### config.mk
export PLATFORM = sky130hd
export DESIGN_NAME = can_multiframe_reassembler_unit_flat
export DESIGN_NICKNAME = d
export VERILOG_FILES = /design/src/can_mfr_pkg.sv /design/src/can_mfr_if.sv /design/src/can_multiframe_reassembler_unit.sv /design/src/can_mfr_ctrl.sv /design/src/can_mfr_datapath.sv /design/src/flat_wrapper.sv
export VERILOG_INCLUDE_DIRS = /design/src /design/src/src
export SDC_FILE = /design/constraint.sdc
export NUM_CORES = 1
export LEC_CHECK = 0
export ABC_AREA = 1
export BUFFER_PORTS_ARGS = -buffer_cell sky130_fd_sc_hd__buf_2
export CAP_MARGIN = 20
export CORE_UTILIZATION = 39
export CTS_CLUSTER_SIZE = 40
export DETAILED_ROUTE_END_ITERATION = 8
export PLACE_DENSITY = 0.67
export SYNTH_ARGS = -nofsm -noshare
export SYNTH_HDL_FRONTEND = slang
export SYNTH_SLANG_ARGS = --single-unit
export TNS_END_PERCENT = 10
### constraint.sdc
create_clock -name i_clk -period 25.3 [get_ports i_clk]
set_clock_uncertainty 0.2 [all_clocks]
set_input_delay 0 -clock i_clk [delete_from_list [all_inputs] [get_ports i_clk]]
set_output_delay 0 -clock i_clk [all_outputs]
set_load 0.02 [all_outputs]
### src/can_multiframe_reassembler_unit_defines.svh
// ----------------------------------------------------------------------------
// CAN multiframe reassembler: assertion macros
// Macros for the concurrent checks of the reassembler controller.
// ----------------------------------------------------------------------------
`ifndef CAN_MULTIFRAME_REASSEMBLER_UNIT_DEFINES_SVH
`define CAN_MULTIFRAME_REASSEMBLER_UNIT_DEFINES_SVH

// The consequent must hold in the same cycle as the antecedent.
`define CMR_ASSERT_NOW(label, ante, cons, msg) \
    label: assert property (@(posedge i_clk) disable iff (!i_rst_n) \
        (ante) |-> (cons)) else $error(msg);

// The consequent must hold in the cycle after the antecedent.
`define CMR_ASSERT_NEXT(label, ante, cons, msg) \
    label: assert property (@(posedge i_clk) disable iff (!i_rst_n) \
        (ante) |=> (cons)) else $error(msg);

`endif

### src/can_mfr_pkg.sv
// ----------------------------------------------------------------------------
// CAN multiframe reassembler package
// Request, result and command types and the fixed codes of the reassembler.
// ----------------------------------------------------------------------------
package can_mfr_pkg;

    localparam int BYTES_PER_FRAME = 6;
    localparam int MAX_SLOTS       = 4;

    localparam logic       REQ_FRAME = 1'b0;
    localparam logic       REQ_ARM   = 1'b1;

    localparam logic [1:0] ST_DONE  = 2'd0;
    localparam logic [1:0] ST_BUSY  = 2'd1;
    localparam logic [1:0] ST_ERROR = 2'd2;

    localparam logic [1:0] ERR_NONE    = 2'd0;
    localparam logic [1:0] ERR_FNUM    = 2'd1;
    localparam logic [1:0] ERR_OVERRUN = 2'd2;

    localparam logic [15:0] FIRST_FRAME = 16'd1;

    // Division by six as multiply by ceil(2^18 / 6) and shift; exact for 16 bits.
    localparam logic [33:0] DIV6_RECIP = 34'd43691;
    localparam int          DIV6_SHIFT = 18;

    typedef struct packed {
        logic                                 req_type;
        logic [10:0]                          can_id;
        logic [1:0]                           slot_select;
        logic [15:0]                          object_length;
        logic [3:0]                           dlc;
        logic [15:0]                          frame_number;
        logic [BYTES_PER_FRAME-1:0][7:0]      payload;
    } t_req;

    typedef struct packed {
        logic                                 slot_hit;
        logic [1:0]                           slot_index;
        logic [15:0]                          write_offset;
        logic [2:0]                           write_count;
        logic [BYTES_PER_FRAME-1:0][7:0]      store;
        logic [1:0]                           slot_state;
        logic [1:0]                           error_kind;
    } t_rsp;

    typedef struct packed {
        logic capture;
        logic lookup;
        logic commit;
    } t_ctrl_cmd;

endpackage

### src/can_mfr_if.sv
// ----------------------------------------------------------------------------
// CAN multiframe reassembler channels
// Valid/ready channels for request items and result items.
// ----------------------------------------------------------------------------
interface can_mfr_req_if;
    logic        valid;
    logic        ready;
    logic        req_type;
    logic [10:0] can_id;
    logic [1:0]  slot_select;
    logic [15:0] object_length;
    logic [3:0]  dlc;
    logic [15:0] frame_number;
    logic [7:0]  payload_0;
    logic [7:0]  payload_1;
    logic [7:0]  payload_2;
    logic [7:0]  payload_3;
    logic [7:0]  payload_4;
    logic [7:0]  payload_5;

    modport source (
        output valid, req_type, can_id, slot_select, object_length, dlc, frame_number,
               payload_0, payload_1, payload_2, payload_3, payload_4, payload_5,
        input  ready
    );

    modport sink (
        input  valid, req_type, can_id, slot_select, object_length, dlc, frame_number,
               payload_0, payload_1, payload_2, payload_3, payload_4, payload_5,
        output ready
    );
endinterface

interface can_mfr_rsp_if;
    logic        valid;
    logic        ready;
    logic        slot_hit;
    logic [1:0]  slot_index;
    logic [15:0] write_offset;
    logic [2:0]  write_count;
    logic [7:0]  store_0;
    logic [7:0]  store_1;
    logic [7:0]  store_2;
    logic [7:0]  store_3;
    logic [7:0]  store_4;
    logic [7:0]  store_5;
    logic [1:0]  slot_state;
    logic [1:0]  error_kind;

    modport source (
        output valid, slot_hit, slot_index, write_offset, write_count,
               store_0, store_1, store_2, store_3, store_4, store_5, slot_state, error_kind,
        input  ready
    );

    modport sink (
        input  valid, slot_hit, slot_index, write_offset, write_count,
               store_0, store_1, store_2, store_3, store_4, store_5, slot_state, error_kind,
        output ready
    );
endinterface

### src/can_multiframe_reassembler_unit.sv
// A new item can be taken in the execute step, as the last one commits; slot
// lookup with the offset-to-frame multiply is registered, and the slot
// read-modify-write follows in the execute step.
// A result waiting at the output holds the next item in its execute step until taken.
// Reset is synchronous and active low; it empties the slot table at once.
// ----------------------------------------------------------------------------
// CAN multiframe reassembler
// Tracks receive slots and reports where the payload of each CAN frame goes.
// ----------------------------------------------------------------------------
module can_multiframe_reassembler_unit #(
    parameter int SLOT_COUNT = 4
) (
    input  logic          i_clk,
    input  logic          i_rst_n,
    can_mfr_req_if.sink   i_req,
    can_mfr_rsp_if.source o_rsp
);
    import can_mfr_pkg::*;

    t_ctrl_cmd w_cmd;
    t_req      w_req;
    t_rsp      w_rsp;

    assign w_req.req_type      = i_req.req_type;
    assign w_req.can_id        = i_req.can_id;
    assign w_req.slot_select   = i_req.slot_select;
    assign w_req.object_length = i_req.object_length;
    assign w_req.dlc           = i_req.dlc;
    assign w_req.frame_number  = i_req.frame_number;
    assign w_req.payload[0]    = i_req.payload_0;
    assign w_req.payload[1]    = i_req.payload_1;
    assign w_req.payload[2]    = i_req.payload_2;
    assign w_req.payload[3]    = i_req.payload_3;
    assign w_req.payload[4]    = i_req.payload_4;
    assign w_req.payload[5]    = i_req.payload_5;

    can_mfr_ctrl u_ctrl (
        .i_clk       (i_clk),
        .i_rst_n     (i_rst_n),
        .i_in_valid  (i_req.valid),
        .o_in_ready  (i_req.ready),
        .o_out_valid (o_rsp.valid),
        .i_out_ready (o_rsp.ready),
        .o_cmd       (w_cmd)
    );

    can_mfr_datapath #(
        .SLOT_COUNT (SLOT_COUNT)
    ) u_datapath (
        .i_clk   (i_clk),
        .i_rst_n (i_rst_n),
        .i_cmd   (w_cmd),
        .i_req   (w_req),
        .o_rsp   (w_rsp)
    );

    assign o_rsp.slot_hit     = w_rsp.slot_hit;
    assign o_rsp.slot_index   = w_rsp.slot_index;
    assign o_rsp.write_offset = w_rsp.write_offset;
    assign o_rsp.write_count  = w_rsp.write_count;
    assign o_rsp.store_0      = w_rsp.store[0];
    assign o_rsp.store_1      = w_rsp.store[1];
    assign o_rsp.store_2      = w_rsp.store[2];
    assign o_rsp.store_3      = w_rsp.store[3];
    assign o_rsp.store_4      = w_rsp.store[4];
    assign o_rsp.store_5      = w_rsp.store[5];
    assign o_rsp.slot_state   = w_rsp.slot_state;
    assign o_rsp.error_kind   = w_rsp.error_kind;

endmodule

### src/can_mfr_ctrl.sv
// ----------------------------------------------------------------------------
// CAN multiframe reassembler controller
// Sequences capture, slot lookup and commit of one item, and owns result valid.
// ----------------------------------------------------------------------------
`include "can_multiframe_reassembler_unit_defines.svh"

module can_mfr_ctrl (
    input  logic                   i_clk,
    input  logic                   i_rst_n,
    input  logic                   i_in_valid,
    output logic                   o_in_ready,
    output logic                   o_out_valid,
    input  logic                   i_out_ready,
    output can_mfr_pkg::t_ctrl_cmd o_cmd
);
    import can_mfr_pkg::*;

    localparam logic [1:0] S_IDLE = 2'd0;
    localparam logic [1:0] S_LOOK = 2'd1;
    localparam logic [1:0] S_EXEC = 2'd2;

    logic [1:0] r_state;
    logic [1:0] n_state;
    logic       r_out_valid;
    logic       n_out_valid;
    logic       w_out_free;
    logic       w_accept;

    assign w_out_free  = !r_out_valid || i_out_ready;
    assign o_in_ready  = (r_state == S_IDLE) || ((r_state == S_EXEC) && w_out_free);
    assign w_accept    = i_in_valid && o_in_ready;
    assign o_out_valid = r_out_valid;

    always_comb begin
        o_cmd.capture = w_accept;
        o_cmd.lookup  = (r_state == S_LOOK);
        o_cmd.commit  = (r_state == S_EXEC) && w_out_free;
        n_state       = r_state;
        case (r_state)
            S_IDLE: begin
                if (w_accept) begin
                    n_state = S_LOOK;
                end
            end
            S_LOOK: begin
                n_state = S_EXEC;
            end
            S_EXEC: begin
                if (w_out_free) begin
                    n_state = w_accept ? S_LOOK : S_IDLE;
                end
            end
            default: begin
                n_state = S_IDLE;
            end
        endcase
    end

    always_comb begin
        n_out_valid = r_out_valid;
        if (o_cmd.commit) begin
            n_out_valid = 1'b1;
        end else if (i_out_ready) begin
            n_out_valid = 1'b0;
        end
    end

    always_ff @(posedge i_clk) begin
        if (!i_rst_n) begin
            r_state     <= S_IDLE;
            r_out_valid <= 1'b0;
        end else begin
            r_state     <= n_state;
            r_out_valid <= n_out_valid;
        end
    end

    `CMR_ASSERT_NEXT(a_look_then_exec, r_state == S_LOOK, r_state == S_EXEC, "lookup not followed by execute")
    `CMR_ASSERT_NEXT(a_commit_shows_result, o_cmd.commit, r_out_valid, "committed result not presented")
    `CMR_ASSERT_NOW(a_ready_states, o_in_ready, r_state == S_IDLE || r_state == S_EXEC, "ready while looking up")
    `CMR_ASSERT_NOW(a_commit_needs_room, o_cmd.commit, !r_out_valid || i_out_ready, "commit overwrote a waiting result")

endmodule

### src/can_mfr_datapath.sv
// ----------------------------------------------------------------------------
// CAN multiframe reassembler datapath
// Holds the slot table, matches frame IDs and updates offset and status.
// ----------------------------------------------------------------------------
module can_mfr_datapath #(
    parameter int SLOT_COUNT = 4
) (
    input  logic                   i_clk,
    input  logic                   i_rst_n,
    input  can_mfr_pkg::t_ctrl_cmd i_cmd,
    input  can_mfr_pkg::t_req      i_req,
    output can_mfr_pkg::t_rsp      o_rsp
);
    import can_mfr_pkg::*;

    // Only slots that the two-bit select can reach are ever armed.
    localparam int NUM_SLOTS = (SLOT_COUNT < MAX_SLOTS) ? SLOT_COUNT : MAX_SLOTS;
    localparam int IW        = (NUM_SLOTS > 1) ? $clog2(NUM_SLOTS) : 1;

    logic [NUM_SLOTS-1:0] r_valid;
    logic [10:0]          r_id     [NUM_SLOTS];
    logic [15:0]          r_len    [NUM_SLOTS];
    logic [15:0]          r_off    [NUM_SLOTS];
    logic [1:0]           r_status [NUM_SLOTS];

    t_req        r_req;
    t_rsp        r_rsp;
    logic        r_found;
    logic [IW-1:0] r_slot;
    logic [15:0] r_cur_off;
    logic [15:0] r_cur_len;
    logic [1:0]  r_cur_status;
    logic [15:0] r_expect;

    logic          w_found;
    logic [IW-1:0] w_idx;
    logic [15:0]   w_sel_off;
    logic [33:0]   w_prod;

    t_rsp          w_rsp;
    logic          w_wr_arm;
    logic          w_wr_en;
    logic [IW-1:0] w_wr_idx;
    logic [15:0]   w_new_off;
    logic [1:0]    w_new_status;
    logic          w_restart;
    logic [2:0]    w_nbytes;
    logic [15:0]   w_start;
    logic [15:0]   w_room;
    logic [15:0]   w_end;
    logic          w_overrun;
    logic [2:0]    w_count;

    always_comb begin
        w_found = 1'b0;
        w_idx   = '0;
        for (int i = NUM_SLOTS - 1; i >= 0; i--) begin
            if (r_valid[i] && (r_id[i] == r_req.can_id)) begin
                w_found = 1'b1;
                w_idx   = IW'(i);
            end
        end
    end

    assign w_sel_off = r_off[w_idx];
    assign w_prod    = {18'd0, w_sel_off} * DIV6_RECIP;

    always_ff @(posedge i_clk) begin
        if (i_cmd.capture) begin
            r_req <= i_req;
        end
        if (i_cmd.lookup) begin
            r_found      <= w_found;
            r_slot       <= w_idx;
            r_cur_off    <= w_sel_off;
            r_cur_len    <= r_len[w_idx];
            r_cur_status <= r_status[w_idx];
            r_expect     <= w_prod[DIV6_SHIFT+15:DIV6_SHIFT] + 16'd1;
        end
        if (i_cmd.commit) begin
            r_rsp <= w_rsp;
        end
    end

    assign w_restart = (r_req.frame_number != r_expect);
    assign w_nbytes  = (r_req.dlc >= 4'd8) ? 3'(BYTES_PER_FRAME) :
                       (r_req.dlc > 4'd2)  ? 3'(r_req.dlc - 4'd2) : 3'd0;
    assign w_start   = w_restart ? 16'd0 : r_cur_off;
    assign w_room    = r_cur_len - w_start;
    assign w_overrun = {13'd0, w_nbytes} > w_room;
    assign w_count   = w_overrun ? w_room[2:0] : w_nbytes;
    assign w_end     = w_start + {13'd0, w_nbytes};

    always_comb begin
        w_rsp        = '0;
        w_wr_arm     = 1'b0;
        w_wr_en      = 1'b0;
        w_wr_idx     = r_slot;
        w_new_off    = 16'd0;
        w_new_status = ST_DONE;
        w_rsp.error_kind = ERR_NONE;
        if (r_req.req_type == REQ_ARM) begin
            w_rsp.slot_index = r_req.slot_select;
            w_wr_idx         = r_req.slot_select[IW-1:0];
            if (int'(r_req.slot_select) < SLOT_COUNT) begin
                w_rsp.slot_hit   = 1'b1;
                w_rsp.slot_state = ST_BUSY;
                w_wr_arm         = 1'b1;
            end
        end else if (r_found) begin
            w_rsp.slot_index = 2'(r_slot);
            if (r_cur_status != ST_BUSY) begin
                w_rsp.slot_state = r_cur_status;
            end else begin
                w_rsp.slot_hit = 1'b1;
                w_wr_en        = 1'b1;
                if (w_restart && (r_req.frame_number != FIRST_FRAME)) begin
                    w_new_status     = ST_ERROR;
                    w_rsp.slot_state = ST_ERROR;
                    w_rsp.error_kind = ERR_FNUM;
                end else begin
                    w_rsp.write_offset = w_start;
                    w_rsp.write_count  = w_count;
                    for (int k = 0; k < BYTES_PER_FRAME; k++) begin
                        if (3'(k) < w_count) begin
                            w_rsp.store[k] = r_req.payload[k];
                        end
                    end
                    if (w_overrun) begin
                        w_new_status     = ST_ERROR;
                        w_rsp.error_kind = ERR_OVERRUN;
                    end else if (w_end == r_cur_len) begin
                        w_new_status = ST_DONE;
                    end else begin
                        w_new_status = ST_BUSY;
                        w_new_off    = w_end;
                    end
                    w_rsp.slot_state = w_new_status;
                end
            end
        end
    end

    always_ff @(posedge i_clk) begin
        if (!i_rst_n) begin
            r_valid <= '0;
        end else if (i_cmd.commit && w_wr_arm) begin
            r_valid[w_wr_idx] <= 1'b1;
        end
    end

    always_ff @(posedge i_clk) begin
        if (i_cmd.commit && w_wr_arm) begin
            r_id[w_wr_idx]     <= r_req.can_id;
            r_len[w_wr_idx]    <= r_req.object_length;
            r_off[w_wr_idx]    <= 16'd0;
            r_status[w_wr_idx] <= ST_BUSY;
        end else if (i_cmd.commit && w_wr_en) begin
            r_off[w_wr_idx]    <= w_new_off;
            r_status[w_wr_idx] <= w_new_status;
        end
    end

    assign o_rsp = r_rsp;

endmodule

### src/flat_wrapper.sv
// flat-port wrapper written by rule: the top's interface ports become plain ports
module can_multiframe_reassembler_unit_flat import can_mfr_pkg::*;
#(
    parameter int SLOT_COUNT = 4
)
  (i_clk, i_rst_n, i_req_valid, i_req_req_type, i_req_can_id, i_req_slot_select, i_req_object_length, i_req_dlc, i_req_frame_number, i_req_payload_0, i_req_payload_1, i_req_payload_2, i_req_payload_3, i_req_payload_4, i_req_payload_5, i_req_ready, o_rsp_valid, o_rsp_slot_hit, o_rsp_slot_index, o_rsp_write_offset, o_rsp_write_count, o_rsp_store_0, o_rsp_store_1, o_rsp_store_2, o_rsp_store_3, o_rsp_store_4, o_rsp_store_5, o_rsp_slot_state, o_rsp_error_kind, o_rsp_ready);
  can_mfr_req_if i_req_i ();
  can_mfr_rsp_if o_rsp_i ();
  input  logic i_clk;
  input  logic i_rst_n;
  input wire logic [$bits(i_req_i.valid)-1:0] i_req_valid;
  input wire logic [$bits(i_req_i.req_type)-1:0] i_req_req_type;
  input wire logic [$bits(i_req_i.can_id)-1:0] i_req_can_id;
  input wire logic [$bits(i_req_i.slot_select)-1:0] i_req_slot_select;
  input wire logic [$bits(i_req_i.object_length)-1:0] i_req_object_length;
  input wire logic [$bits(i_req_i.dlc)-1:0] i_req_dlc;
  input wire logic [$bits(i_req_i.frame_number)-1:0] i_req_frame_number;
  input wire logic [$bits(i_req_i.payload_0)-1:0] i_req_payload_0;
  input wire logic [$bits(i_req_i.payload_1)-1:0] i_req_payload_1;
  input wire logic [$bits(i_req_i.payload_2)-1:0] i_req_payload_2;
  input wire logic [$bits(i_req_i.payload_3)-1:0] i_req_payload_3;
  input wire logic [$bits(i_req_i.payload_4)-1:0] i_req_payload_4;
  input wire logic [$bits(i_req_i.payload_5)-1:0] i_req_payload_5;
  output wire logic [$bits(i_req_i.ready)-1:0] i_req_ready;
  output wire logic [$bits(o_rsp_i.valid)-1:0] o_rsp_valid;
  output wire logic [$bits(o_rsp_i.slot_hit)-1:0] o_rsp_slot_hit;
  output wire logic [$bits(o_rsp_i.slot_index)-1:0] o_rsp_slot_index;
  output wire logic [$bits(o_rsp_i.write_offset)-1:0] o_rsp_write_offset;
  output wire logic [$bits(o_rsp_i.write_count)-1:0] o_rsp_write_count;
  output wire logic [$bits(o_rsp_i.store_0)-1:0] o_rsp_store_0;
  output wire logic [$bits(o_rsp_i.store_1)-1:0] o_rsp_store_1;
  output wire logic [$bits(o_rsp_i.store_2)-1:0] o_rsp_store_2;
  output wire logic [$bits(o_rsp_i.store_3)-1:0] o_rsp_store_3;
  output wire logic [$bits(o_rsp_i.store_4)-1:0] o_rsp_store_4;
  output wire logic [$bits(o_rsp_i.store_5)-1:0] o_rsp_store_5;
  output wire logic [$bits(o_rsp_i.slot_state)-1:0] o_rsp_slot_state;
  output wire logic [$bits(o_rsp_i.error_kind)-1:0] o_rsp_error_kind;
  input wire logic [$bits(o_rsp_i.ready)-1:0] o_rsp_ready;
  assign i_req_i.valid = i_req_valid;
  assign i_req_i.req_type = i_req_req_type;
  assign i_req_i.can_id = i_req_can_id;
  assign i_req_i.slot_select = i_req_slot_select;
  assign i_req_i.object_length = i_req_object_length;
  assign i_req_i.dlc = i_req_dlc;
  assign i_req_i.frame_number = i_req_frame_number;
  assign i_req_i.payload_0 = i_req_payload_0;
  assign i_req_i.payload_1 = i_req_payload_1;
  assign i_req_i.payload_2 = i_req_payload_2;
  assign i_req_i.payload_3 = i_req_payload_3;
  assign i_req_i.payload_4 = i_req_payload_4;
  assign i_req_i.payload_5 = i_req_payload_5;
  assign i_req_ready = i_req_i.ready;
  assign o_rsp_valid = o_rsp_i.valid;
  assign o_rsp_slot_hit = o_rsp_i.slot_hit;
  assign o_rsp_slot_index = o_rsp_i.slot_index;
  assign o_rsp_write_offset = o_rsp_i.write_offset;
  assign o_rsp_write_count = o_rsp_i.write_count;
  assign o_rsp_store_0 = o_rsp_i.store_0;
  assign o_rsp_store_1 = o_rsp_i.store_1;
  assign o_rsp_store_2 = o_rsp_i.store_2;
  assign o_rsp_store_3 = o_rsp_i.store_3;
  assign o_rsp_store_4 = o_rsp_i.store_4;
  assign o_rsp_store_5 = o_rsp_i.store_5;
  assign o_rsp_slot_state = o_rsp_i.slot_state;
  assign o_rsp_error_kind = o_rsp_i.error_kind;
  assign o_rsp_i.ready = o_rsp_ready;
  can_multiframe_reassembler_unit #(.SLOT_COUNT(SLOT_COUNT)) u_core (.i_clk(i_clk), .i_rst_n(i_rst_n), .i_req(i_req_i), .o_rsp(o_rsp_i));
endmodule
# --- After elaboration in Yosys (flattened, before gate mapping) ---
# Memories as Yosys holds them, arrays and structs flattened. A register that Yosys moved wholly into a read port is not among the register bits.
# Cells that the tools add are included.
word_totals:
  regBits: 214
  latchBits: 0
  ramBits: 180
  mem_bits_ro: 0
  out_inout_bits: 76
  word_cells: 156
  mem_count: 4
memory_table:
  columns: ["name", "words", "width", "rd", "rd_ports_with_merged_regs", "write_ports", "line_no", "text"]
  rows:
  - ["u_core.u_datapath.r_len", 4, 16, 1, 1, 1, "can_mfr_datapath.sv:22", "logic [15:0] r_len [NUM_SLOTS];"]
  - ["u_core.u_datapath.r_off", 4, 16, 1, 0, 1, "can_mfr_datapath.sv:23", "logic [15:0] r_off [NUM_SLOTS];"]
  - ["u_core.u_datapath.r_id", 4, 11, 4, 0, 1, "can_mfr_datapath.sv:21", "logic [10:0] r_id [NUM_SLOTS];"]
  - ["u_core.u_datapath.r_status", 4, 2, 1, 1, 1, "can_mfr_datapath.sv:24", "logic [1:0] r_status [NUM_SLOTS];"]
classes:
  n_addsub: 4
  mul: 1
  n_div: 0
  n_lt_le_gt_ge: 11
  eq_ne: 12
  shift: 0
  n_mux: 55
  bitwise: 10
  n_reduce_logical: 26
ops:
  columns: ["cell", "count"]
  rows:
  - ["two-way mux 67 bit", 2]
  - ["two-way mux 16 bit", 8]
  - ["two-way mux 74 bit", 1]
  - ["two-way mux 8 bit", 6]
  - ["equality test 11 bit", 4]
  - ["two-way mux 2 bit", 17]
  - ["multiplier 16 x 16 -> 32 bit (second input constant)", 1]
  - ["OR reduction 5 bit", 6]
  - ["adder 16 x 3 -> 16 bit", 1]
  - ["equality test 16 bit", 1]
  - ["greater-than comparator 3 x 16 -> 1 bit", 1]
  - ["!= test 16 x 1 -> 1 bit (second input constant)", 1]
  - ["!= test 16 bit", 1]
  - ["subtractor 16 bit", 1]
  - ["adder 14 x 1 -> 15 bit (second input constant)", 1]
  - ["two-way mux 1 bit", 15]
  - ["logical AND 1 bit", 10]
  - ["two-way mux 3 bit", 3]
  - ["inverter 1 bit", 7]
  - ["< comparator 1 x 3 -> 1 bit (first input constant)", 2]
  - ["< comparator 2 x 3 -> 1 bit (first input constant)", 2]
  - ["< comparator 3 bit (first input constant)", 2]
  - ["one-hot mux 2 bit (3 select lines)", 1]
  - ["OR reduction 3 bit", 2]
  - ["other kinds (20)", 23]

# --- Longest topological paths before layout ---
# Gate-level depths: netlist (run 1).
depth:
  ltp_word: 12
  mapped_depth: 47
  depth_no_buf: 45

# --- Modules after synthesis ---
# Synthesis (run 1) repeated with hierarchy kept, for this count alone.
hier_totals:
  cells_unflattened: 2226
  area_unflattened_um2: 23412.5
modules_own_cells:
  columns: ["mod", "instances", "cells_each", "area_each_um2", "seq_area_each_um2"]
  rows:
  - ["can_mfr_datapath", 1, 2201, 23253.6, 12211.7]
  - ["can_mfr_ctrl", 1, 25, 158.9, 60.1]

# --- Worst setup path before layout (run 1) ---
# No wires, ideal clock.
synth_path:
  kind: "flip-flop to flip-flop"
  from: "reg u_core.u_datapath.r_req[94] (netlist name)"
  to: "reg u_core.u_datapath.r_expect[12] (data pin)"
  setup_time_ns: 0.249
  arrival_time_ns: 7.623
  required_time_ns: 24.851
  slack_ns: 17.227
  path_stages_with_launch: 44
  synth_period_minus_slack_ns: 8.073
  cell_sequence: "edfxtp_1 > buf_4 > inv_4 > nand2_1 > nand2_1 > nand2_1 > nor2_1 > nand2_1 > nor2_1 > nand2_1 > nand2_1 > nand2_2 > inv_1 > clkbuf_1 > buf_1 > nor2_1 > o32ai_1 > ha_1 > [... 8 more ...] > inv_1 > ha_1 > a21oi_1 > o21a_1 > o21ai_0 > a31oi_1 > o21ai_0 > a31oi_1 > o21a_1 > nand2_1 > nand2_1 > nand2_1 > nor2_1 > inv_1 > nor2_2 > nand3_1 > nand2_1 > inv_1"
synth_via:
  elab_chain_len: 9
synth_rtl:
  columns: ["element", "line_no", "text"]
  rows:
  - ["from (decl)", "can_mfr_datapath.sv:26", "t_req r_req;"]
  - ["from (signal assigned)", "can_mfr_datapath.sv:70", "r_req <= i_req;"]
  - ["equality test 11 bit", "can_mfr_datapath.sv:58", "if (r_valid[i] && (r_id[i] == r_req.can_id)) begin"]
  - ["logical AND 1 bit", "can_mfr_datapath.sv:58", null]
  - ["two-way mux 2 bit (3 in a row)", "can_mfr_datapath.sv:58", null]
  - ["two-way mux 2 bit *", "can_mfr_datapath.sv:58", null]
  - ["memory (4 x 16 bit) *", null, null]
  - ["net u_core.u_datapath.w_sel_off[4]", "can_mfr_datapath.sv:37", "logic [15:0] w_sel_off;"]
  - ["multiplier 16 x 16 -> 32 bit *", "can_mfr_datapath.sv:66", "assign w_prod = {18'd0, w_sel_off} * DIV6_RECIP;"]
  - ["adder 14 x 1 -> 15 bit *", "can_mfr_datapath.sv:78", "r_expect <= w_prod[DIV6_SHIFT+15:DIV6_SHIFT] + 16'd1;"]
  - ["to (signal assigned)", "can_mfr_datapath.sv:78", null]
  - ["to (decl)", "can_mfr_datapath.sv:33", "logic [15:0] r_expect;"]
# Mark *: on every way through the listed nets, which the timed path passes. The rest lies on a longest branch.
# A chain may end at the register's enable or synchronous reset.

# --- Worst setup path after layout (run 1) ---
layout_path:
  from: "reg u_core.u_datapath.r_req[87] (netlist name)"
  to: "reg u_core.u_datapath.r_expect[12] (data pin)"
# The elaborated chain is that of the path after synthesis.

==> results_dict.tcl, run 1 <==
set metrics [dict create \
    timing_hold_violations_final 0 \
    end_kind "register" \
    cellPowerDensity_mw_per_mm2 57.9 \
    ys_ff_latch 411 \
    nets 2963 \
    vias 16700 \
    gr-total-overflow 0 \
    critical_path.max_stage_delay_ps 550 \
    core_mm2 0.0590 \
    rsz0062_at_grt "no" \
    clock-sinks 411 \
    min_path_cells 4 \
    maxCapViolCount 0 \
    n_antenna_cell 0 \
    dp_hpwl_um 42500 \
    worst_pin_slew_ps 1060 \
    layout-drive-gt1-share_pct 14.4 \
    crit_path_max_fanout 61 \
    r2r_end "u_core.u_datapath.r_expect[12]" \
    htree_levels 2 \
    clockRootBuffer "clkbuf_16" \
    pin_count 178 \
    drtIter0Drc 1017 \
    port_buffers 177 \
    die_h_um 247 \
    finalPower_mw 1.66 \
    synth_cell_types 61 \
    place_ws_ps 16280 \
    area_delta_synth_final_pct 23.1 \
    die_w_um 247 \
    setup_viol 0 \
    syn_inst 2213 \
    cts_buffers 44 \
    start_util_pct 39.5 \
    cp_data_required_time_ps 25430 \
    globalplace.congestion 0.891 \
    cts_resized 0 \
    fmax_mhz 110 \
    min_from "i_rst_n" \
    criticalPathCategory "reg2reg" \
    cts_setup_buffers 0 \
    cts_hold_buf 202 \
    r2r_setup_slack_ps 16240 \
    clk_latency_ps 580 \
    synth_warnings 0 \
    reg2reg_depth 42 \
    hold_path.class "in2reg" \
    drc 0 \
    finalCriticalPeriod_ps 9060 \
    placementRows 89 \
    status "finished, final reports clean" \
    wl_per_cell_um 16.8 \
    r2r-start "u_core.u_datapath.r_req[87]" \
    wl_um 57700 \
    ir_worst_vdd_uv 50.2 \
    setup_ws_ps 16240 \
    fin_tns_setup_ps 0 \
    p_leak_nw 12.2 \
    cts_tree "yes" \
    grt_usage_pct 19.3 \
    grt_pass1_vias 17000 \
    syn_area_mm2 0.0233 \
    dieArea_mm2 0.0608 \
    cts_buffer_depth 3 \
    syn_nets 2546 \
    layout_worst_path_cycle_share_pct 35.8 \
    num-fill-cells 5246 \
    grt_start_max_net_pins 73 \
    antenna_left 0 \
    grt_first_pass_wirelength_um 91500 \
    clkTransAtPathRegs_ps 70 \
    crit_arrival_ps 9180 \
    crit_path_start_kind "register" \
    cp_slowest_cell "fa_1" \
    drv_slew 0 \
    hold-path-endpoint "u_core.u_datapath.r_valid[1]" \
    yosysSeqAreaShare_pct 52.6 \
    first_pass_iters 7 \
    routed_via_density 4.86 \
    syn_area_per_cell_um2 10.5 \
    antenna_found_initial 0 \
    slew_headroom_pct 29.4 \
]
==> cell usage after synthesis (all sizes together) <==
| master | count | area (um^2) |
|---|---|---|
| nor2 | 271 | 1080 |
| and2 | 4 | 27.5 |
| a21oi | 54 | 274 |
| nand2 | 389 | 1550 |
| or4 | 2 | 15.0 |
| a31o | 1 | 8.76 |
| nor4 | 10 | 92.6 |
| o221ai | 2 | 17.5 |
| a21boi | 26 | 195 |
| nand4 | 39 | 256 |
| a21o | 3 | 22.5 |
| a31oi | 16 | 100 |
| buf | 10 | 63.8 |
| nand3b | 12 | 90.1 |
| o22ai | 5 | 31.3 |
| clkbuf | 17 | 63.8 |
| nor3b | 5 | 37.5 |
| o211ai | 2 | 15.0 |
| dfxtp | 7 | 140 |
| xnor2 | 22 | 193 |
| and3 | 2 | 12.5 |
| o2111ai | 1 | 8.76 |
| o21bai | 3 | 22.5 |
| a211oi | 3 | 22.5 |
| fa | 79 | 1580 |
| xor2 | 43 | 407 |
| edfxtp | 404 | 12100 |
| ha | 152 | 1900 |
| o21a | 9 | 67.6 |
| nor2b | 1 | 6.26 |
| mux2i | 5 | 50.1 |
| nand3 | 79 | 483 |
| nor3 | 25 | 180 |
| o21ai | 66 | 334 |
| clkinv | 1 | 3.75 |
| o32ai | 22 | 193 |
| or2 | 22 | 138 |
| a221oi | 1 | 8.76 |
| inv | 398 | 1500 |
==> worst max-delay path: cells and delay by family, from the launching register on <==
kind | cells | cell delay [ps]
simple gates | 16 | 1770
flops | 1 | 490
fa+ha+maj | 7 | 3040
buf+inv | 11 | 1680
compound gates | 8 | 1530
==> sequential cells by signal, indices dropped and copies added (netlist names) <==
signal                          count
u_core.u_datapath.r_off            64
u_core.u_datapath.r_cur_off        16
u_core.u_datapath.r_slot            2
u_core.u_datapath.o_rsp            74
u_core.u_datapath.r_status          8
u_core.u_datapath.r_req            98
u_core.u_datapath.r_cur_len        16
u_core.u_datapath.r_expect         15
u_core.u_datapath.r_cur_status      2
u_core.u_datapath.r_id             44
u_core.u_datapath.r_valid           4
u_core.u_ctrl.r_state               2
u_core.u_datapath.r_found           1
u_core.u_ctrl.o_out_valid           1
u_core.u_datapath.r_len            64
==> metrics by stage <==
step           instance area, um^2  hold WS (ps)  cells  utilization [%]
5_1_grt                      28700           171   3436             48.6
2_1_floorplan                23300          -101   2213                -
6_report                     28700           134   3436             48.6
3_5_place_dp                 25300         -21.9   3155             42.8
3_3_place_gp                 25300         -23.4   3154             42.8
4_1_cts                      28700           101   3436             48.6
==> cell usage in the layout, fill, tap and decap left out, types with 21 or more instances in the layout <==
cell type and n:
nand4_1 37, inv_1 382, edfxtp_1 404, xnor2_1 22
nor2_1 245, nand3_1 63, a21oi_1 53, dlygate4sd3_1 202
fa_1 79, nand2_1 365, o21ai_0 60, xor2_1 39
buf_2 177, ha_1 152, clkbuf_16 44, o32ai_1 21
==> worst max-delay path by stage <==
stage / start / endpoint / slack [ps] / cells past startpoint
2_1_floorplan: u_core.u_datapath.r_req[94] / u_core.u_datapath.r_expect[12] / 17230 / 43
3_3_place_gp: u_core.u_datapath.r_req[90] / u_core.u_datapath.r_expect[12] / 16260 / 38
3_5_place_dp: u_core.u_datapath.r_req[87] / u_core.u_datapath.r_expect[12] / 16280 / 41
4_1_cts: u_core.u_datapath.r_req[87] / u_core.u_datapath.r_expect[12] / 16230 / 41
5_1_grt: u_core.u_datapath.r_req[92] / u_core.u_datapath.r_expect[12] / 15390 / 42
6_report: u_core.u_datapath.r_req[87] / u_core.u_datapath.r_expect[12] / 16240 / 42
==> power breakdown <==
group	switching, mW	total (mW)	leakage (nW)	internal, mW
Clock	0.266	0.634	0.681	0.368
Sequential	0.0109	0.782	3.80	0.771
Combinational	0.147	0.246	7.75	0.0988
==> layer usage <==
| layer | global-route usage [%] | routed length [um] |
|---|---|---|
| met1 | 24.8 | 25300 |
| met5 | 0 | 0 |
| met2 | 33.4 | 27900 |
| met4 | 5.59 | 1430 |
| met3 | 2.97 | 3100 |
==> area by class of cell <==
type                    count  area [um^2]  area share (%)
clock buffers              52         1150            4.01
clock inverters            27          279           0.972
inverters                 399         1500            5.23
multi-input cells        1376         9490            33.1
flip-flops and latches    411        12300            42.7
well taps                 773          967            3.37
repair buffers            398         3050            10.6
==> logic make-up after synthesis <==
group           Yosys count  share of synthesized area (%)
xor+xnor                 65                           2.57
flops                   411                           52.6
buf+inv                 426                           6.98
fa+ha+maj               231                           14.9
compound gates          214                           5.67
simple gates            861                           17.0
mux                       5                          0.215
Note: power is estimated with default switching activity, not from simulation.
==> run 2: changes to the inputs <==
Settings changed: PLACE_DENSITY 0.67 to 0.69.
Clock period 25.3 ns to 7.3 ns, I/O delays scaled along.
==> results_dict.tcl, run 2 (synthesis results as in run 1) <==
set metrics [dict create \
    die_w_um 247 \
    cts_buffers 45 \
    p_switching_mw 1.66 \
    timing_hold_violations_final 0 \
    p_comb_share_pct 20.6 \
    cellPowerDensity_mw_per_mm2 195 \
    drv_slew 0 \
    crit_top_cell "nand2_1" \
    dieArea_mm2 0.0608 \
    crit_path_start_kind "register" \
    ir_worst_vdd_uv 197 \
    worst_pin_slew_ps 1080 \
    drc 0 \
    fin_area_mm2 0.0320 \
    wl_um 63600 \
    seqPwrFrac_pct 43.4 \
    grt_start_max_net_pins 70 \
    setup_viol 10 \
    grt_first_pass_wirelength_um 97900 \
    placementRows 89 \
    place_ws_ps -570 \
    maxCapViolCount 0 \
    dp_hpwl_um 44900 \
    cp_data_required_time_ps 7440 \
    clkTransAtPathRegs_ps 60 \
    first_pass_iters 5 \
    wl_per_cell_um 17.3 \
    critPathTopFamily "adder cells" \
    setup_ws_ps -191 \
    crit_buf_inv 10 \
    area_delta_synth_final_pct 37.3 \
    clkPwrFrac_pct 36.1 \
    port_buffers 177 \
    cts_buffer_depth 3 \
    p_sw_share_pct 26.5 \
    drtIter0Drc 1391 \
    antenna_found_initial 0 \
    regMostFlops "u_core.u_datapath.r_req" \
    hold_path.class "in2reg" \
    vias 18000 \
    slew_headroom_pct 28.2 \
    violations "setup timing" \
    end_kind "register" \
    globalplace.congestion 0.918 \
    start_util_pct 39.5 \
    die_h_um 247 \
    cp_slowest_cell "fa_1" \
    nets 3215 \
    place_area_mm2 0.0268 \
    largest_reg_flops 98 \
    finalCriticalPeriod_ps 7490 \
    status "finished with violations" \
    criticalPathCategory "reg2reg" \
    crit_path_max_fanout 5 \
    cts_tree "yes" \
    final_cell_mix "edfxtp_1 (404), inv_1 (349), nand2_1 (322)" \
    pin_count 178 \
    routed_via_density 4.89 \
    fmax_mhz 133 \
    critical_path.max_stage_delay_ps 540 \
    layout-drive-gt1-share_pct 28.6 \
    gr-total-overflow 0 \
    grt_pass1_vias 18700 \
    clockRootBuffer "clkbuf_16" \
    antenna_left 0 \
    clk_latency_ps 590 \
    rsz0062_at_grt "yes" \
    clock-sinks 411 \
    p_int_mw 4.59 \
    htree_levels 2 \
    grt_usage_pct 20.6 \
    layout_worst_path_cycle_share_pct 103 \
    core_mm2 0.0590 \
    n_antenna_cell 0 \
    crit_arrival_ps 7630 \
    layout_commonest_cell "edfxtp_1" \
    r2r_setup_slack_ps -190 \
    p_leak_nw 13.6 \
]
-- run 2: cell types whose count changed in the layout (fill, tap and decap cells not counted), sizes merged --
cell	before	now
nand2	389	390
clkbuf	52	58
clkinvlp	4	2
buf	196	445
inv	399	402
clkinv	19	15
-- run 2: final cells by class --
cell class,count,area (um^2)
Clock buffer,57,1180
Clock inverter,24,268
Fill cell,4855,27000
Inverter,399,1510
Multi-Input combinational cell,1377,10700
Sequential cell,411,12300
Tap cell,773,967
Timing Repair Buffer,648,5130
-- run 2: repair_timing --
| action | 4_1_cts | 5_1_grt |
|---|---|---|
| resized for setup | 90 | 188 |
| setup buffers | 33 | 29 |
| hold buffers | 202 | 0 |
| gates cloned | 2 | 1 |
| hold endpoints to repair | 142 | 0 |
| endpoints found under the setup margin | 13 | 14 |
| pin swaps | 60 | 148 |
-- run 2: power by group through the flow --
stage	Combinational (mW)	Clock (mW)	Sequential, mW
global route	1.41	2.38	2.71
detailed placement	0.949	0	2.76
CTS	1.12	2.28	2.71
floorplan	0.551	0	2.76
finish	1.28	2.25	2.71
global placement	0.934	0	2.75
-- run 2: worst min-delay path: stages --
cell and delay, ps:
dlygate4sd3_1 520, buf_2 110, inv_1 170, nor2_1 140
-- run 2: layer usage --
layer	global-route usage [%]	wire (um)	vias to the layer above
li1	-	-	8730
met1	25.6	26600	8673
met2	37.2	32100	535
met3	2.86	3430	98
met4	5.52	1440	0
met5	0	0	-
-- run 2: through the flow --
step / total power [mW] / utilization (%) / cells / setup TNS (ps) / hold WS [ps]
floorplan: 3.31 / - / 2213 / 0 / -101
global placement: 3.69 / 45.4 / 3346 / -4720 / -22.9
detailed placement: 3.71 / 45.4 / 3346 / -5480 / -21.9
CTS: 6.11 / 52.7 / 3664 / -960 / 138
global route: 6.50 / 54.3 / 3689 / -4450 / 178
finish: 6.24 / 54.3 / 3689 / -957 / 195
-- run 2: path summary, 6_finish.rpt --
| check | start | end | depth (start not counted) |
|---|---|---|---|
| max reg2reg | u_core.u_datapath.r_req[90] | u_core.u_datapath.r_expect[13] | 42 |
| max | u_core.u_datapath.r_req[90] | u_core.u_datapath.r_expect[13] | 42 |
| min reg2reg | u_core.u_datapath.r_req[79] | u_core.u_datapath.r_len[0][11] | 0 |
| min | i_rst_n | u_core.u_datapath.r_valid[0] | 4 |
==> run 3: changes to the inputs <==
Settings changed: CORE_MARGIN from default to 2, CTS_CLUSTER_SIZE 40 to default.
==> results_dict.tcl, run 3 (synthesis results as in run 1) <==
set metrics [dict create \
    cts_tree "yes" \
    fmax_mhz 134 \
    reg2reg_depth 39 \
    status "finished with violations" \
    grt_usage_pct 20.2 \
    vias 18400 \
    clock-sinks 411 \
    clk_latency_ps 580 \
    first_pass_iters 6 \
    wl_um 64100 \
    worst_pin_slew_ps 1090 \
    crit_path_max_fanout 7 \
    r2r-start "u_core.u_datapath.r_req[87]" \
    cp_data_required_time_ps 7430 \
    clkPwrFrac_pct 37.5 \
    globalplace.congestion 0.917 \
    clockRootBuffer "clkbuf_16" \
    fin_area_mm2 0.0321 \
    routed_via_density 4.95 \
    crit_arrival_ps 7580 \
    dieArea_mm2 0.0618 \
    largest_reg_flops 98 \
    grt_pass1_vias 18800 \
    area_delta_synth_final_pct 37.6 \
    seqPwrFrac_pct 42.6 \
    antenna_left 0 \
    port_buffers 177 \
    crit_top_cell "nand2_1" \
    met2_usage_pct 35.7 \
    pin_count 178 \
    grt_first_pass_wirelength_um 99600 \
    drc 0 \
    rsz0062_at_grt "yes" \
    final_cells 3716 \
    setup_viol 12 \
    cp_slowest_cell "fa_1" \
    maxCapViolCount 0 \
    antenna_found_initial 1 \
    wl_per_cell_um 17.3 \
    hold-path-endpoint "u_core.u_datapath.r_valid[2]" \
    critical_path.max_stage_delay_ps 570 \
    drv_slew 0 \
    p_leak_nw 13.7 \
    die_w_um 249 \
    setup_ws_ps -147 \
    cellPowerDensity_mw_per_mm2 198 \
    p_switching_mw 1.64 \
    drtIter0Drc 1308 \
    cts_buffer_depth 3 \
    final_cell_mix "edfxtp_1 (404), inv_1 (356), nand2_1 (336)" \
    ir_worst_vdd_uv 180 \
    final_core_util_pct 54.4 \
    hold_path.class "in2reg" \
    p_int_mw 4.71 \
    violations "setup timing" \
    r2r_setup_slack_ps -150 \
    die_h_um 249 \
    timing_hold_violations_final 0 \
    use_met3_pct 3.37 \
    cts_buffers 44 \
    slew_headroom_pct 27.3 \
    grt_start_max_net_pins 74 \
    busiest_layer "met2" \
    layout_commonest_cell "edfxtp_1" \
    layout_worst_path_cycle_share_pct 102 \
    place_area_mm2 0.0269 \
    finalCriticalPeriod_ps 7450 \
    crit_path_start_kind "register" \
    end_kind "register" \
    gr-total-overflow 0 \
    criticalPathCategory "reg2reg" \
    start_util_pct 39.5 \
    dp_hpwl_um 45200 \
    place_inst 3353 \
    placementRows 89 \
    layout-drive-gt1-share_pct 28.3 \
    p_sw_share_pct 25.8 \
    r2r_end "u_core.u_datapath.r_expect[10]" \
    grtUsageMet1_pct 25.3 \
    clkTransAtPathRegs_ps 70 \
    regMostFlops "u_core.u_datapath.r_req" \
    nets 3239 \
    min_from "i_rst_n" \
    fin_tns_setup_ps -1150 \
    place_ws_ps -522 \
    core_mm2 0.0590 \
    p_comb_share_pct 19.9 \
    htree_levels 2 \
    min_path_cells 4 \
]
-- run 3: timing repair --
action | 4_1_cts | 5_1_grt
buffers inserted | 54 | 23
gates cloned | 2 | 0
hold endpoints to repair | 122 | 0
pin swaps | 73 | 91
hold buffers | 202 | 0
resized for setup | 121 | 105
setup endpoints to repair | 14 | 13
-- run 3: routing by layer --
layer  routed length [um]  part of all wire (%)
met1                26500                    41
met4                 1850                   2.9
met5                    0                     0
met3                 3620                   5.7
met2                32100                    50
-- run 3: layout make-up --
| type | count | area, um^2 |
|---|---|---|
| Clock inverter | 31 | 378 |
| Clock buffer | 51 | 1170 |
| Multi-Input combinational cell | 1376 | 10500 |
| Tap cell | 773 | 967 |
| Timing Repair Buffer | 674 | 5300 |
| Sequential cell | 411 | 12300 |
| Antenna cell | 1 | 2.50 |
| Inverter | 399 | 1510 |
| Fill cell | 4865 | 26900 |
-- run 3: per-stage QoR --
step	hold WS (ps)	total power, mW
3_3_place_gp	-22.5	3.68
4_1_cts	150	6.27
6_report	167	6.35
3_5_place_dp	-21.9	3.70
5_1_grt	208	6.60
2_1_floorplan	-101	3.31
-- run 3: worst max-delay path by stage --
stage / from / endpoint / slack (ps) / cells past startpoint
final: u_core.u_datapath.r_req[87] / u_core.u_datapath.r_expect[10] / -150 / 39
after global routing: u_core.u_datapath.r_req[95] / u_core.u_datapath.r_expect[10] / -500 / 40
after CTS: u_core.u_datapath.r_req[92] / u_core.u_datapath.r_expect[10] / 0.02 / 39
after detailed placement: u_core.u_datapath.r_req[95] / u_core.u_datapath.r_expect[10] / -520 / 39
after global placement: u_core.u_datapath.r_req[95] / u_core.u_datapath.r_expect[12] / -430 / 41
after floorplan: u_core.u_datapath.r_req[94] / u_core.u_datapath.r_expect[12] / 0.6 / 43
-- run 3: critical path: cells and delay by family, from the launching register on --
kind                     cells  cell delay [ps]
buffers and inverters       10             1110
XOR/XNOR                     1              160
adder cells (fa/ha/maj)      7             2930
AND/OR/NAND/NOR             20             2210
AO/OA/AOI/OAI                1              120
flip-flops                   1              490
-- run 3: power by group through the flow --
| stage | clock network (mW) | registers (mW) | logic [mW] |
|---|---|---|---|
| 3_5_place_dp | 0 | 2.76 | 0.943 |
| 6_report | 2.38 | 2.71 | 1.26 |
| 4_1_cts | 2.41 | 2.71 | 1.15 |
| 3_3_place_gp | 0 | 2.75 | 0.929 |
| 2_1_floorplan | 0 | 2.76 | 0.551 |
| 5_1_grt | 2.50 | 2.71 | 1.38 |
